==> src/rtl/hnc_ram.sv <==
// Generic simple dual-port RAM: one write port, one registered read port.
// No dependencies.
module hnc_ram #(
  parameter int WIDTH = 8,
  parameter int DEPTH = 16
) (
  input  logic                                     clk,
  input  logic                                     we,
  input  logic [(DEPTH > 1 ? $clog2(DEPTH) : 1)-1:0] waddr,
  input  logic [WIDTH-1:0]                         wdata,
  input  logic                                     re,
  input  logic [(DEPTH > 1 ? $clog2(DEPTH) : 1)-1:0] raddr,
  output logic [WIDTH-1:0]                         rdata
);

  logic [WIDTH-1:0] mem [DEPTH];
  logic [WIDTH-1:0] rdata_r;

  always_ff @(posedge clk) begin
    if (we) begin
      mem[waddr] <= wdata;
    end
    if (re) begin
      rdata_r <= mem[raddr];
    end
  end

  assign rdata = rdata_r;

endmodule

==> config.mk <==
export PLATFORM = sky130hd
export DESIGN_NAME = hnc_ram
export DESIGN_NICKNAME = d
export VERILOG_FILES = /design/src/rtl/hnc_ram.sv
export SDC_FILE = /design/constraint.sdc
export NUM_CORES = 1
export LEC_CHECK = 0
export ABC_AREA = 1
export BUFFER_PORTS_ARGS = -buffer_cell sky130_fd_sc_hd__buf_2
export CAP_MARGIN = 10
export CORE_MARGIN = 10
export CORE_UTILIZATION = 40
export DETAILED_ROUTE_END_ITERATION = 16
export PLACE_DENSITY = 0.67
export REMOVE_ABC_BUFFERS = 1
export SYNTH_ARGS = -nofsm -noshare
export SYNTH_HDL_FRONTEND = slang
export SYNTH_SLANG_ARGS = --single-unit
==> constraint.sdc <==
create_clock -name clk -period 1.2 [get_ports clk]
set_input_delay 0.06 -clock clk [delete_from_list [all_inputs] [get_ports clk]]
set_output_delay 0.06 -clock clk [all_outputs]
set_load 0.005 [all_outputs]
; ---- After elaboration in Yosys (flattened, before gate mapping)
; Memories as Yosys holds them, arrays and structs flattened. A register that Yosys moved wholly into a read port is not among the register bits.
; Cells that the tools add are included.
[classes]
muxes = 2
[ops]
columns = op, count
row1 = $mux 1, 2
[word_totals]
register_bits = 0
ramBits = 128
in_bits = 19
mem_count = 1
[memory_table]
columns = memory, depth, width, rd, rd_clocked_by_memory_dff, wr, line_no
row1 = mem, 16, 8, 1, 1, 1, 16  ; logic [WIDTH-1:0] mem [DEPTH];

; ---- Logic depth before layout (Yosys ltp)
[logic_depth]
ltp_word = 2
depth_mapped = 8
depth_no_buf = 7

; ---- Worst setup path after synthesis
; Ideal clock, no wire load.
[synth_timing]
kind = input port to flip-flop
start = input port waddr[2] (netlist bit)
end = memory mem[10][0], enable pin
setup_ns = 0.370
arrival_time_ns = 0.641
path_slack_ns = 0.189
cell_stages = 2
n_path_buf = 0
cell_sequence = nand3b_1 nor2_1
[synth_lines]
columns = element, line_no
row1 = "start, declared", 9  ; input logic [(DEPTH > 1 ? $clog2(DEPTH) : 1)-1:0] waddr,
row2 = "end, declared", 16
; Straight into the memory's write port.

==> flow_results.org <==
** Hold path
- Along the worst hold path, the cell count comes to 1.
- In this run the worst hold path is classified as in -> reg.
- The startpoint identified for the worst hold timing path is re.

** STA
- On the final layout, the worst clock skew is 0.00413 ns.
- The final max-slew violation count was 0.
- Final hold viol count :: 0
- The routed design could run at a clock period as short as between 1 and 1.5 ns.
- Final worst-path cycle share :: 92.5%
- Max Clk Rate :: between 900 and 1000 MHz
- RSZ-0062 raised after global routing :: false
- Transition time at the pin with the least slew margin :: roughly 0.62 ns
- Final setup violation count :: 0
- In this run the tightest slew margin relative to its limit is 58.4%.

** Setup path
- CP arrival :: ~1.3 ns
- Worst Reg-to-Reg Cells :: 6
- Launching instance or port of the critical path :: mem[5][3]
- Worst R2R Start :: mem[5][3]
- In this run the worst path has a maximum fanout of 1.
- Nature of the critical path endpoint :: flop
- Worst path cell trace :: inv_1, nand2_1, nand3_1, nand3_1, nand3_1, nand2_1
- In this design, the stage delay of the slowest critical-path cell is about 0.39 ns.
- The critical path runs through a total of 6 cells.
- The worst setup path is launched from a flop.
- Data on the critical path is required at its endpoint by about 1.4 ns.
- Largest delay contributor family on the critical path :: simple AND/OR/NAND/NOR gates
- Cell with the largest stage delay on the worst path :: edfxtp_1
- Cell repeated most along the worst path :: nand3_1
- Crit Path Class :: reg -> reg
- Number of buffer and inverter stages on the critical path :: 1

** Clock network
- After clock tree synthesis, the clock-pin slew on the worst setup and hold paths is roughly 0.05 ns.
- CTS resizes :: 0
- Clock tree synthesis inserted a total of 17 buffers.
- TritonCTS built the clock tree.
- The H-tree generated during clock tree synthesis spans 4 levels.
- Setup Buffers After CTS :: 0
- Root buffer cell :: clkbuf_16
- Sink Count :: between 100 and 150
- Clock tree buffer depth :: 2
- In this run, post-CTS hold repair placed 0 buffers.
- Clock latency on the worst-skew pair, taken at its later pin, is 0.41 ns.

** Synth
- Each instance of the synthesized netlist takes up on average ~11 um2.
- Warning count from the yosys run :: 0
- Gate count after technology mapping :: roughly 550
- Xor/xnor cell area share of the yosys netlist :: 0%
- Share of the yosys chip area belonging to registers :: 69.8%
- Mapped Area :: between 5000 and 6000 um2
- The synthesized netlist devotes 0% of its cell area to adder and majority cells.
- Simple-gate portion of the synthesized area :: ~21%
- Summing the areas of all compound-gate instances in the mapped netlist gives 0% of the synthesized area.
- In this run, synthesis produced a sequential element count of approximately 140.
- By area, the combinational part of the netlist is dominated by simple AND/OR/NAND/NOR gates.
- Yosys mapped the design onto 11 distinct sky130hd cell types.
- Multiplexer share of the synthesized area :: 0%

** Detailed routing
- DRC violation count after routing :: 0
- Dividing the detail-routed wire length by the instance count gives 15.7 um.
- Number of vias after detailed routing :: roughly 3800
- Per-cell via count in the routed design :: 4.83
- The routed design has about 13000 um of wire.
- The first TritonRoute pass finished after 4 iterations.
- Drt first-iter violations :: around 290
- Number of nets still failing antenna checks after routing :: 0

** Power
- The worst-case IR drop observed on VDD is around 1200 uV.
- Power Dens Cells :: 1610 nW/um2
- Internal power summed over all cells :: between 8 and 9 mW
- Switching share of power :: between 20 and 25%
- Fraction of power consumed by the clock network :: between 40% and 50%
- Power share of the combinational group :: around 5.6%
- Summed over all cells, the static leakage comes to 2.95 nW.
- In this run, flip-flops and latches consume roughly half of the power.
- The analysis attributes to net switching a power of 2.25 mW.

** Place
- Routability-driven placement finished with a final weighted congestion of 0.788.
- The placed instances occupy a cell area of between 6000 and 7000 um2.
- Input and output buffers added on the ports amount to 26.
- Detailed-placement wirelength estimate :: 8250 um
- Cell Count Post-Placement :: approximately 760

** Global routing
- The total overflow left after global routing is 0.
- Global routing used roughly an eighth of the available tracks across all layers.
- Pin count of the biggest net entering global routing :: 38
- Wire length of the first global-routing pass :: roughly 20000 um
- Initial antenna violation count :: 0
- For met3 alone, demand over resource in global routing was ~4.4%.
- The via count of the first global-routing pass is 3835.
- The layer flagged by global routing as most heavily used is met2.
- For this run, global-route usage on met2 was measured as roughly 20%.
- Global routing consumed, on the met1 layer, between 10% and 20% of the routing resources.

** Floorplanning
- The die covers just under 20000 um2.
- I/O pin count :: 27
- From left edge to right edge, the die measures 141 um.
- In this run the vertical extent of the chip is between 100 and 150 um.
- Once the floorplan was initialized, standard cells occupied 40.5% of the core.
- In this run the core area contains between 40 and 50 standard-cell rows.
- Core Footprint :: between 10000 and 15000 um2

** Final layout
- Number of nets in the finished design :: 617
- Area growth syn-to-layout :: 16.8%
- Of the cells placed in the final design, the portion with a size suffix greater than 1 is around 13%.
- Post-Layout Inst Area :: around 7000 um2
- Antenna cell count :: 0
- Cells fill between 40% and 50% of the core in the end.
- The finished layout holds between 700 and 800 standard cells, fillers aside.

** Job
- Maxcap violations :: 0

** Status
- Outcome :: completed
==> area by class of cell <==
type                            count  area, um2
Clock inverter                     13        135
Clock buffer                       19        433
Inverter                          102        383
Timing Repair Buffer               52        350
Tap cell                          184        230
Fill cell                        1312       7590
Sequential cell                   136       4080
Multi-Input combinational cell    289       1210
==> power by group through the flow <==
stage               Clock [mW]  Sequential, mW  Combinational [mW]
global route              5.32            5.39               0.702
CTS                       5.07            5.39               0.630
detailed placement           0            5.49               0.627
global placement             0            5.48               0.612
finish                    5.00            5.39               0.622
floorplan                    0            5.48               0.287
==> final timing paths <==
check | to | slack, ns
setup / recovery | rdata[3] | 0.09
hold / removal | rdata[7] | 0.02
setup reg to reg | rdata[3] | 0.09
hold reg to reg | rdata[4] | 0.73
==> cells in the mapped netlist <==
cell	count	area, um2
buf_1	1	3.75
buf_2	13	65.1
buf_4	4	30.0
buf_6	6	67.6
edfxtp_1	136	4080
inv_1	100	375
inv_2	2	7.51
nand2_1	173	649
nand3_1	97	485
nand3b_1	2	15.0
nor2_1	17	63.8
==> cells by family (layout without fill, tap and decap cells) <==
logic type             count (synthesis)  after routing
buffers and inverters                126            186
DFF                                  136            136
and+or+nand+nor                      289            289
==> routing by layer <==
metal,share of wire [%],wire (um),vias to the layer above
li1,-,-,1872
met1,43,5390,1837
met2,47,5930,110
met3,7.6,956,19
met4,1.8,230,0
met5,0,0,-
==> flip-flops by register name, summed over array words and instances (netlist names) <==
name / flops
rdata: 8
mem: 128
==> per-stage QoR <==
step,power [mW],worst slack (ns),hold WS (ns),setup TNS [ns]
4_1_cts,11.1,0.0841,0.00330,0
6_report,11.0,0.0900,0.0236,0
2_1_floorplan,5.76,0.0194,0.159,0
5_1_grt,11.4,0.0208,0.00293,0
3_5_place_dp,6.11,-0.0689,0.443,-0.438
3_3_place_gp,6.09,-0.0518,0.442,-0.181
==> worst register-to-register path: stages (launching register included) <==
cell	delay, ns
edfxtp_1	0.39
inv_1	0.07
nand2_1	0.05
nand3_1	0.10
nand3_1	0.08
nand3_1	0.10
nand2_1	0.08
==> layout by cell type, fill, tap and decap left out <==
master	count
edfxtp_1	136
buf_4	24
nand2_1	173
bufinv_16	3
clkbuf_16	17
buf_12	2
clkinvlp_4	1
inv_1	100
nand3b_1	2
nand3_1	97
clkinv_1	6
nor2_1	17
inv_2	2
buf_2	26
clkinv_2	3
clkbuf_1	2
Note: power is estimated with default switching activity, not from simulation.
