`config.mk`:
```
export PLATFORM = sky130hd
export DESIGN_NAME = hnc_hash
export DESIGN_NICKNAME = d
export VERILOG_FILES = /design/src/rtl/hnc_pkg.sv /design/src/rtl/hnc_hash.sv
export SDC_FILE = /design/constraint.sdc
export NUM_CORES = 1
export LEC_CHECK = 0
export ABC_AREA = 1
export BUFFER_PORTS_ARGS = -buffer_cell sky130_fd_sc_hd__buf_2
export CORE_ASPECT_RATIO = 0.9
export CORE_MARGIN = 2
export CORE_UTILIZATION = 55
export CTS_BUF_LIST = sky130_fd_sc_hd__clkbuf_16
export DETAILED_ROUTE_END_ITERATION = 8
export GPL_TIMING_DRIVEN = 0
export PLACE_DENSITY = 0.8
export SLEW_MARGIN = 20
export SYNTH_ARGS = -nofsm -noshare
export SYNTH_HDL_FRONTEND = slang
export SYNTH_SLANG_ARGS = --single-unit
```
`constraint.sdc`:
```
create_clock -name clk -period 2.66 [get_ports clk]
set_input_delay 0 -clock clk [delete_from_list [all_inputs] [get_ports clk]]
set_output_delay 0 -clock clk [all_outputs]
set_load 0.01 [all_outputs]
```
`src/rtl/hnc_pkg.sv`:
```
// Package for the hashed name cache: command codes, controller states,
// slot metadata layout and default sizes. No dependencies.
package hnc_pkg;

  localparam int TABLE_ENTRIES_DEF = 1024;
  localparam int MAX_ADDRESSES_DEF = 64;
  localparam int KEY_BYTES_DEF     = 256;
  localparam int HASH_SEED         = 5381;
  localparam int HASH_MULT         = 33;
  localparam int TTL_RESET         = 60;

  localparam int CMD_W   = 3;
  localparam int BYTE_W  = 8;
  localparam int ADDR_W  = 32;
  localparam int COUNT_W = 7;
  localparam int TTL_W   = 16;
  localparam int STAMP_W = 32;
  localparam int KLEN_W  = 8;

  localparam logic [CMD_W-1:0] CMD_KEY_BYTE = 3'd0;
  localparam logic [CMD_W-1:0] CMD_LOOKUP   = 3'd1;
  localparam logic [CMD_W-1:0] CMD_ADD_ADDR = 3'd2;
  localparam logic [CMD_W-1:0] CMD_STORE    = 3'd3;
  localparam logic [CMD_W-1:0] CMD_TICK     = 3'd4;

  typedef enum logic [3:0] {
    ST_CLEAR,
    ST_IDLE,
    ST_HASH,
    ST_LK_META,
    ST_LK_CMP,
    ST_LK_AGE,
    ST_MISS,
    ST_EMPTY,
    ST_ADDR_RD,
    ST_ADDR_DATA,
    ST_ST_KEY,
    ST_ST_ADDR,
    ST_ST_META
  } state_t;

  typedef struct packed {
    logic               valid;
    logic [KLEN_W-1:0]  key_len;
    logic [COUNT_W-1:0] addr_cnt;
    logic [STAMP_W-1:0] stamp;
  } meta_t;

endpackage

```
`src/rtl/hnc_hash.sv`:
```
// djb2 hash unit: hash*33+byte, reduced modulo the table size by a
// reciprocal multiply and one correcting subtract. Uses hnc_pkg.
module hnc_hash #(
  parameter int TABLE_ENTRIES = hnc_pkg::TABLE_ENTRIES_DEF
) (
  input  logic                             clk,
  input  logic                             rst_n,
  input  logic                             start,
  input  logic                             restart,
  input  logic [hnc_pkg::BYTE_W-1:0]       byte_in,
  output logic                             busy,
  output logic [$clog2(TABLE_ENTRIES)-1:0] hash
);
  import hnc_pkg::*;

  localparam int HW = $clog2(TABLE_ENTRIES);
  localparam int VW = HW + 9;
  localparam int QW = 8;
  localparam logic [HW-1:0] SEED_MOD = HW'(HASH_SEED % TABLE_ENTRIES);
  // floor(2^VW / TABLE_ENTRIES): quotient estimate is exact or one low
  localparam longint RECIP_L = (longint'(1) << VW) / longint'(TABLE_ENTRIES);
  localparam logic [VW-1:0] RECIP = VW'(RECIP_L);
  localparam logic [VW-1:0] TE_V  = VW'(TABLE_ENTRIES);

  logic [HW-1:0]   h_r, h_nxt;
  logic [VW-1:0]   v_r, v_nxt;
  logic [QW-1:0]   q_r, q_nxt;
  logic            k_r, k_nxt;
  logic            busy_r, busy_nxt;
  logic [HW-1:0]   base;
  logic [2*VW-1:0] prod;
  logic [VW-1:0]   qte;
  logic [VW-1:0]   r_full;
  logic [VW-1:0]   r_red;

  always_comb begin
    base   = restart ? SEED_MOD : h_r;
    prod   = (2*VW)'(v_r) * (2*VW)'(RECIP);
    qte    = VW'(q_r) * TE_V;
    r_full = v_r - qte;
    r_red  = (r_full >= TE_V) ? (r_full - TE_V) : r_full;
    h_nxt    = h_r;
    v_nxt    = v_r;
    q_nxt    = q_r;
    k_nxt    = k_r;
    busy_nxt = busy_r;
    if (busy_r) begin
      if (k_r) begin
        q_nxt = prod[VW +: QW];
        k_nxt = 1'b0;
      end else begin
        busy_nxt = 1'b0;
        h_nxt    = r_red[HW-1:0];
      end
    end else if (start) begin
      v_nxt    = (VW'(base) << 5) + VW'(base) + VW'(byte_in);
      k_nxt    = 1'b1;
      busy_nxt = 1'b1;
    end
  end

  always_ff @(posedge clk) begin
    if (!rst_n) begin
      h_r    <= SEED_MOD;
      busy_r <= 1'b0;
      k_r    <= 1'b0;
    end else begin
      h_r    <= h_nxt;
      busy_r <= busy_nxt;
      k_r    <= k_nxt;
    end
    v_r <= v_nxt;
    q_r <= q_nxt;
  end

  assign busy = busy_r;
  assign hash = h_r;

endmodule

```
Word-level counts from Yosys, hierarchy flattened
Index checks and enable logic that the tools add are counted.
W data, S select, Z words.
{"block": "classes", "addsub": 4, "magnitude_cmp": 1, "muxes": 5, "n_bitwise": 3, "n_reduce_logical": 4}
{"cell": "$mux W10", "n": 2}
{"cell": "$ge A19 B11 Y1 const B", "n": 1}
{"cell": "$sub A19 B18 Y19", "n": 1}
{"cell": "$add A16 B8 Y17", "n": 1}
{"cell": "$add A15 B10 Y16", "n": 1}
{"cell": "$sub A10 B1 Y10 const B", "n": 1}
{"cell": "$reduce_and A2 Y1", "n": 3}
{"cell": "$mux W1", "n": 3}
{"cell": "$not A1 Y1", "n": 3}
{"cell": "$reduce_or A2 Y1", "n": 1}
{"block": "totals", "register_bits": 39, "out_inout_bits": 11}

Depth between registers and ports, before layout
Gate-level depths: netlist of the first run.
{"block": "depth", "ltp_word": 3, "mapped_depth": 14, "mapped_depth_nobuf": 13}

Least setup slack after synthesis of the first run
Ideal clock, no wire load.
{"block": "synth_path", "path_kind": "reg2reg", "startpoint": "register h_r[2], in the netlist hash[2]", "endpoint": "register v_r[9], data pin", "setup_ns": 0.253, "arrival_ns": 1.888, "slack_ns": 0.519, "path_stages_with_launch": 10, "n_path_buf": 0, "period_less_slack_ns": 2.141, "path_cell_list": "dfxtp_1 or2_2 fa_1 ha_1 nand2_1 inv_1 a21oi_1 nand2_1 nand2_1 nand2_1"}
{"block": "synth_between", "elab_chain_cells": 3}
{"element": "start: declaration", "line_no": "hnc_hash.sv:25", "text": "logic [HW-1:0] h_r, h_nxt;"}
{"element": "start signal: assignment", "line_no": "hnc_hash.sv:68", "text": "h_r <= h_nxt;"}
{"element": "$mux W10", "line_no": "hnc_hash.sv:37", "text": "base = restart ? SEED_MOD : h_r;"}
{"element": "$add A15 B10 Y16", "line_no": "hnc_hash.sv:56", "text": "v_nxt = (VW'(base) << 5) + VW'(base) + VW'(byte_in);"}
{"element": "$add A16 B8 Y17", "line_no": "hnc_hash.sv:56"}
{"element": "end signal: assignment", "line_no": "hnc_hash.sv:72", "text": "v_r <= v_nxt;"}
{"element": "end: declaration", "line_no": "hnc_hash.sv:26", "text": "logic [VW-1:0] v_r, v_nxt;"}
No other way between the ends.
A chain may end at the register's enable or synchronous reset.

Final worst setup path of the first run
{"block": "layout_path", "startpoint": "register h_r[2], in the netlist hash[2]", "endpoint": "register v_r[7], data pin"}
Same word-level chain as after synthesis.

==> run metrics, run 1 <==
worst min path class=in2reg; top cell type's share of synthesized area=0.214; Yosys top cell by area=edfxtp_1; global placement routability congestion=0.853; deepest clock path buffer count=2; I/O Pins=23; final net count=roughly 230; Post-CTS Setup Repair Bufs=0; Max IR drop VDD=0.432 mV; # hold bufs at CTS=0; GRT overflow=0; Top delay family on crit path=adder cells; CP bufs+invs=1; layout cell share with drive strength beyond 1=0.208; Finished Core Util=0.662; Die ar.=between 2000 and 3000 um2; Inserted Diodes=0; number of global-route vias before repair=1171; CP arrival=2350 ps; syn nets=between 200 and 250; slowest CP cell=fa_1; Core Region=around 2400 um2; Clk pwr share=0.316; vias per cell=about 5.3; largest stage delay on the critical path=roughly 460 ps; Num CTS Buffers=3; First-pass DRT Iterations=4; Sw Pwr=approximately 290 uW; Power Internal=a little over 700 uW; H-tree depth reported by CTS=1; sequential cell fraction of total power=0.423; Cells after Synth=173; unique cell type count in the Yosys netlist=27; area grow syn2layout=15.3%; kind of critical path=reg2reg; DIE WIDTH=approximately 57 um; Worst Max-Slew Pin Slew=between 900 and 1000 ps; crit start category=flip-flop; port buffer count=21; Slew HR=0.397; status=completed; Cell Area, Synth=around 1400 um2; Switching Fraction=0.295; Comb power frac=0.261; dominant cells by area after synthesis=edfxtp_1, dfxtp_1, ha_1, nand2_1, inv_1; Reg clk slew, reported paths=60 ps; Max-Cap Viols=0; Ys Warns=0; drt wl/cell=approximately 13 um; Post-route DRC=0; Lkg Pwr=a little over 0.8 nW; Post-CTS Resized=0; 1st-iter DRT viols=52; Cell Rows=17; RSZ-0062 raised after global routing=no; Initial Util=0.574; setup TNS=0 ps; GR Util All Layers=0.220; sequential share of the synthesized area=0.385; Min Clock Period, post-route=between 2000 and 2500 ps; final hold viol count=0; initial antenna violation count=0; Clock Sinks=22; clk_skew=between 1 and 1.5 ps; Reg2Reg Setup Slack=roughly 320 ps; Avg Inst Size Synth=approximately 8.1 um2; crit-path max FO=3; routed vias=1197; power per standard cell area=617 nW/um2; footprint of the multi-input gates=approximately 730 um2; Crit. End Element=flip-flop; CP cell instances=or2_2 > ha_1 > inv_1 > fa_1 > o21ai_1 > nand3b_1 > nand3_1 > nand2_1; fillers=between 150 and 200; first-pass GRT wire length=5.07 mm; drt total wl=~3.0 mm; final-report max-slew violation count=0; dpl hpwl=approximately 2.3 mm; Yosys reg bits=22; CTS root buf=clkbuf_16; Clk Latency, worst-skew pair=about 250 ps; largest net degree at the start of global routing=12; Seq. cell area=541 um2; fin crit share=0.881; CTS tree=built; die extent in y=52.0 um; antenna viol nets, final=0; Final Power=999 uW; Crit path required time=2670 ps; most used cells in the layout excluding fill and tap cells=nand2_1, inv_1, buf_2, nor2_1, ha_1; # setup viols final=0; Max Freq=~430 MHz; most common cell after layout, fill and taps aside=nand2_1
-- power by group through the flow --
stage	registers, mW	clock network, mW	logic, mW
2_1_floorplan	0.433	0	0.180
3_3_place_gp	0.427	0	0.242
3_5_place_dp	0.429	0	0.257
4_1_cts	0.422	0.312	0.260
5_1_grt	0.426	0.323	0.298
6_report	0.423	0.316	0.261
-- state kept, by name, indices dropped and copies added, names as in the netlist --
signal,flops
hash,10
v_r,10
busy,1
k_r,1
-- metrics by stage --
step,instances,hold slack (ps),instance area (um2),setup slack (ps)
after floorplan,173,141,1410,519
after global placement,222,255,1550,413
after detailed placement,222,272,1550,321
after CTS,225,7.92,1620,307
after global routing,225,32.9,1620,172
final,225,12.8,1620,316
-- routing by layer --
layer  track usage  wire, um  up-vias  part of all wire
met5             0         0        -                 0
met4        0.0659        37        0             0.012
met3        0.0174       137        7             0.045
met2         0.391      1460       39              0.48
met1         0.287      1390      550              0.46
li1              -         -      601                 -
-- logic make-up after synthesis --
| logic type | share of synthesized area |
|---|---|
| flops | 0.385 |
| simple gates | 0.238 |
| compound gates | 0.0882 |
| xor+xnor | 0.0249 |
| fa+ha+maj | 0.167 |
| buf+inv | 0.0971 |
-- tightest hold or removal path, stage by stage --
cell    delay [ps]
buf_2          110
inv_1           70
nor3_1          50
-- final timing paths --
path,start,end,cells after the start
setup / recovery,hash[2]$_SDFFE_PN1P_,v_r[7]$_DFFE_PP_,8
hold / removal,rst_n,k_r$_SDFFE_PP0P_,3
setup reg to reg,hash[2]$_SDFFE_PN1P_,v_r[7]$_DFFE_PP_,8
hold reg to reg,v_r[8]$_DFFE_PP_,hash[8]$_SDFFE_PN1P_,2
-- final cells by class --
type,instances,share of cell area
tap,28,0.0216
inverter,31,0.0718
buffer,3,0.0124
clock buffer,3,0.0463
multi-input combinational,117,0.449
sequential,22,0.334
timing repair buffer,21,0.0649
-- Yosys cell counts, drive strengths merged --
cell type / count
nand3b: 1
a21oi: 9
inv: 31
edfxtp: 10
a31o: 1
xnor2: 3
buf: 2
nor2: 16
fa: 3
o21ai: 8
dfxtp: 12
nand2: 42
clkbuf: 1
or2: 4
nor3: 1
ha: 14
a211oi: 1
nand4: 3
xor2: 1
nand3: 10
(Power assumes the default switching activity.)
==> run 2, diff against run 1 <==
--- a/config.mk
+++ b/config.mk
@@ -5,11 +5,13 @@
 export SDC_FILE = /design/constraint.sdc
 export NUM_CORES = 1
 export LEC_CHECK = 0
-export ABC_AREA = 1
+export ABC_AREA = 0
 export BUFFER_PORTS_ARGS = -buffer_cell sky130_fd_sc_hd__buf_2
+export CELL_PAD_IN_SITES_DETAIL_PLACEMENT = 1
+export CELL_PAD_IN_SITES_GLOBAL_PLACEMENT = 1
 export CORE_ASPECT_RATIO = 0.9
 export CORE_MARGIN = 2
-export CORE_UTILIZATION = 55
+export CORE_UTILIZATION = 42
 export CTS_BUF_LIST = sky130_fd_sc_hd__clkbuf_16
 export DETAILED_ROUTE_END_ITERATION = 8
 export GPL_TIMING_DRIVEN = 0
==> run metrics, run 2 <==
Final Non-Filler Cells=200; CP arrival=between 2000 and 3000 ps; GRT overflow=0; Comb power frac=0.219; Core Region=3020 um2; largest net degree at the start of global routing=12; Switching Fraction=0.267; CTS tree=built; worst min path class=in2reg; 1st-iter DRT viols=31; Setup WS post-layout=approximately 64 ps; Max Freq=385 MHz; placed insts=197; Reg clk slew, reported paths=around 60 ps; Crit. End Element=flip-flop; vias per cell=5.10; drt total wl=3.31 mm; Num CTS Buffers=3; clk_skew=about 2.6 ps; H-tree depth reported by CTS=1; top cell type's share of synthesized area=0.230; Yosys top cell by area=edfxtp_1; kind of critical path=reg2reg; Ys Warns=0; setup TNS=0 ps; status=completed; Power Internal=roughly 680 uW; CTS root buf=clkbuf_16; syn nets=between 150 and 200; Min Clock Period, post-route=between 2000 and 3000 ps; area grow syn2layout=20.0%; commonest cells in the netlist=nand2_1, ha_1, dfxtp_1; Cell Area, Synth=approximately 1300 um2; antenna viol nets, final=0; GR Util All Layers=0.209; RSZ-0062 raised after global routing=yes; Post-CTS Setup Repair Bufs=0; Die ar.=between 3000 and 4000 um2; Clk pwr share=0.339; drt wl/cell=roughly 17 um; Reg2Reg Setup Slack=about 64 ps; DIE WIDTH=between 60 and 70 um; slowest CP cell=fa_1; deepest clock path buffer count=2; number of synthesized flops with an enable pin=10; number of global-route vias before repair=roughly 1100; Clk Latency, worst-skew pair=260 ps; most used cells in the layout excluding fill and tap cells=nand2_1, buf_2, ha_1, dfxtp_1, edfxtp_1; Avg Inst Size Synth=9.83 um2; First-pass DRT Iterations=4; Max-Cap Viols=0; power per standard cell area=593 nW/um2; Clock Sinks=22; sequential cell fraction of total power=0.442; Main synth FF type=dfxtp_1; Max IR drop VDD=0.263 mV; dpl ws=around 18 ps; Yosys reg bits=22; Cell Rows=19; initial antenna violation count=0; sequential share of the synthesized area=0.413; fin crit share=0.976; crit start category=flip-flop; top-count cell post-synth=nand2_1; Finished Core Util=0.520; Lkg Pwr=0.682 nW; CP cell instances=or2_2 > fa_1 > ha_4 > nand2_2 > nor3_2 > mux2i_1 > a2111o_1; dominant cells by area after synthesis=edfxtp_1, dfxtp_1, ha_1, nand2_1, fa_1; die extent in y=56.9 um; Async S/R FF share, synth=0; port buffer count=22; dpl hpwl=~2.5 mm; final hold viol count=0; Worst Max-Slew Pin Slew=just over 1000 ps; # setup viols final=0; I/O Pins=23; layout cell share with drive strength beyond 1=0.215; Post-route DRC=0; most common cell after layout, fill and taps aside=nand2_1; final net count=189; first-pass GRT wire length=5.38 mm; largest stage delay on the critical path=520 ps; Cells after Synth=~130; Sw Pwr=between 200 and 250 uW; Crit path required time=around 2700 ps; global placement routability congestion=about 0.85; Inserted Diodes=0; Initial Util=0.433; final-report max-slew violation count=0; crit-path max FO=5; Slew HR=0.317; unique cell type count in the Yosys netlist=29; routed vias=1020; Final Power=roughly 930 uW
[run 2: cell types whose count changed after synthesis, moves of 5 or more]
cell	previous run	this run
nor2b_1	0	9
nand2_1	42	23
nand3_1	10	4
a21oi_2	6	0
inv_1	28	6
a21oi_1	3	8
o21ai_1	7	0
nor2_1	14	5
a21boi_0	0	7
[run 2: layout make-up]
type | count | area [um2]
tap | 42 | 52.6
timing repair buffer | 22 | 110
inverter | 6 | 22.5
sequential | 22 | 541
clock buffer | 3 | 75.1
fill | 361 | 1450
buffer | 3 | 11.3
multi-input combinational | 102 | 757
[run 2: routing by layer]
metal  GRT usage  vias to the layer above  routed length (um)
met4       0.149                        0                 140
met3      0.0197                        9                  64
met1       0.256                      485                1470
met2       0.352                       22                1630
met5           0                        -                   0
li1            -                      504                   -
[run 2: worst paths after layout]
| path | from | endpoint | depth (start not counted) |
|---|---|---|---|
| worst max-delay path | hash[0]$_SDFFE_PN1P_ | v_r[8]$_DFFE_PP_ | 7 |
| worst min-delay path | rst_n | hash[3]$_SDFFE_PN0P_ | 2 |
| worst min register to register | hash[6]$_SDFFE_PN0P_ | hash[6]$_SDFFE_PN0P_ | 2 |
| worst max register to register | hash[0]$_SDFFE_PN1P_ | v_r[8]$_DFFE_PP_ | 7 |
[run 2: worst max-delay path, delay by kind of cell, from the launching register on]
kind                       cells  cell delay [ps]
and+or+nand+nor                3              620
muxes                          1              110
AOI/OAI and AO/OA              1              430
adders and majority gates      2              850
DFF                            1              320
[run 2: per-stage QoR]
step | hold slack (ps) | area [um2]
2_1_floorplan | 154 | 1310
6_report | 19.5 | 1570
5_1_grt | 33.1 | 1570
3_5_place_dp | 286 | 1470
4_1_cts | 16.8 | 1550
3_3_place_gp | 276 | 1470
[run 2: timing repair]
item,in CTS,in global routing
resized for setup,1,4
endpoints found under the setup margin,3,3
hold buffers,0,0
hold endpoints to repair,0,0
[run 2: cell families (layout without fill, tap and decap cells)]
| logic type | after synthesis | count (layout) | synth area share |
|---|---|---|---|
| compound gates | 23 | 23 | 0.115 |
| xor+xnor | 10 | 10 | 0.0670 |
| fa+ha+maj | 17 | 17 | 0.180 |
| buf+inv | 9 | 34 | 0.0258 |
| flops | 22 | 22 | 0.413 |
| mux | 1 | 1 | 0.00766 |
| simple gates | 51 | 51 | 0.191 |
[run 2: power by group through the flow]
stage / clock (mW) / sequential, mW / combinational (mW)
after floorplan: 0 / 0.420 / 0.128
after global placement: 0 / 0.416 / 0.181
after detailed placement: 0 / 0.419 / 0.195
after CTS: 0.319 / 0.412 / 0.198
after global routing: 0.329 / 0.415 / 0.229
final: 0.315 / 0.412 / 0.203
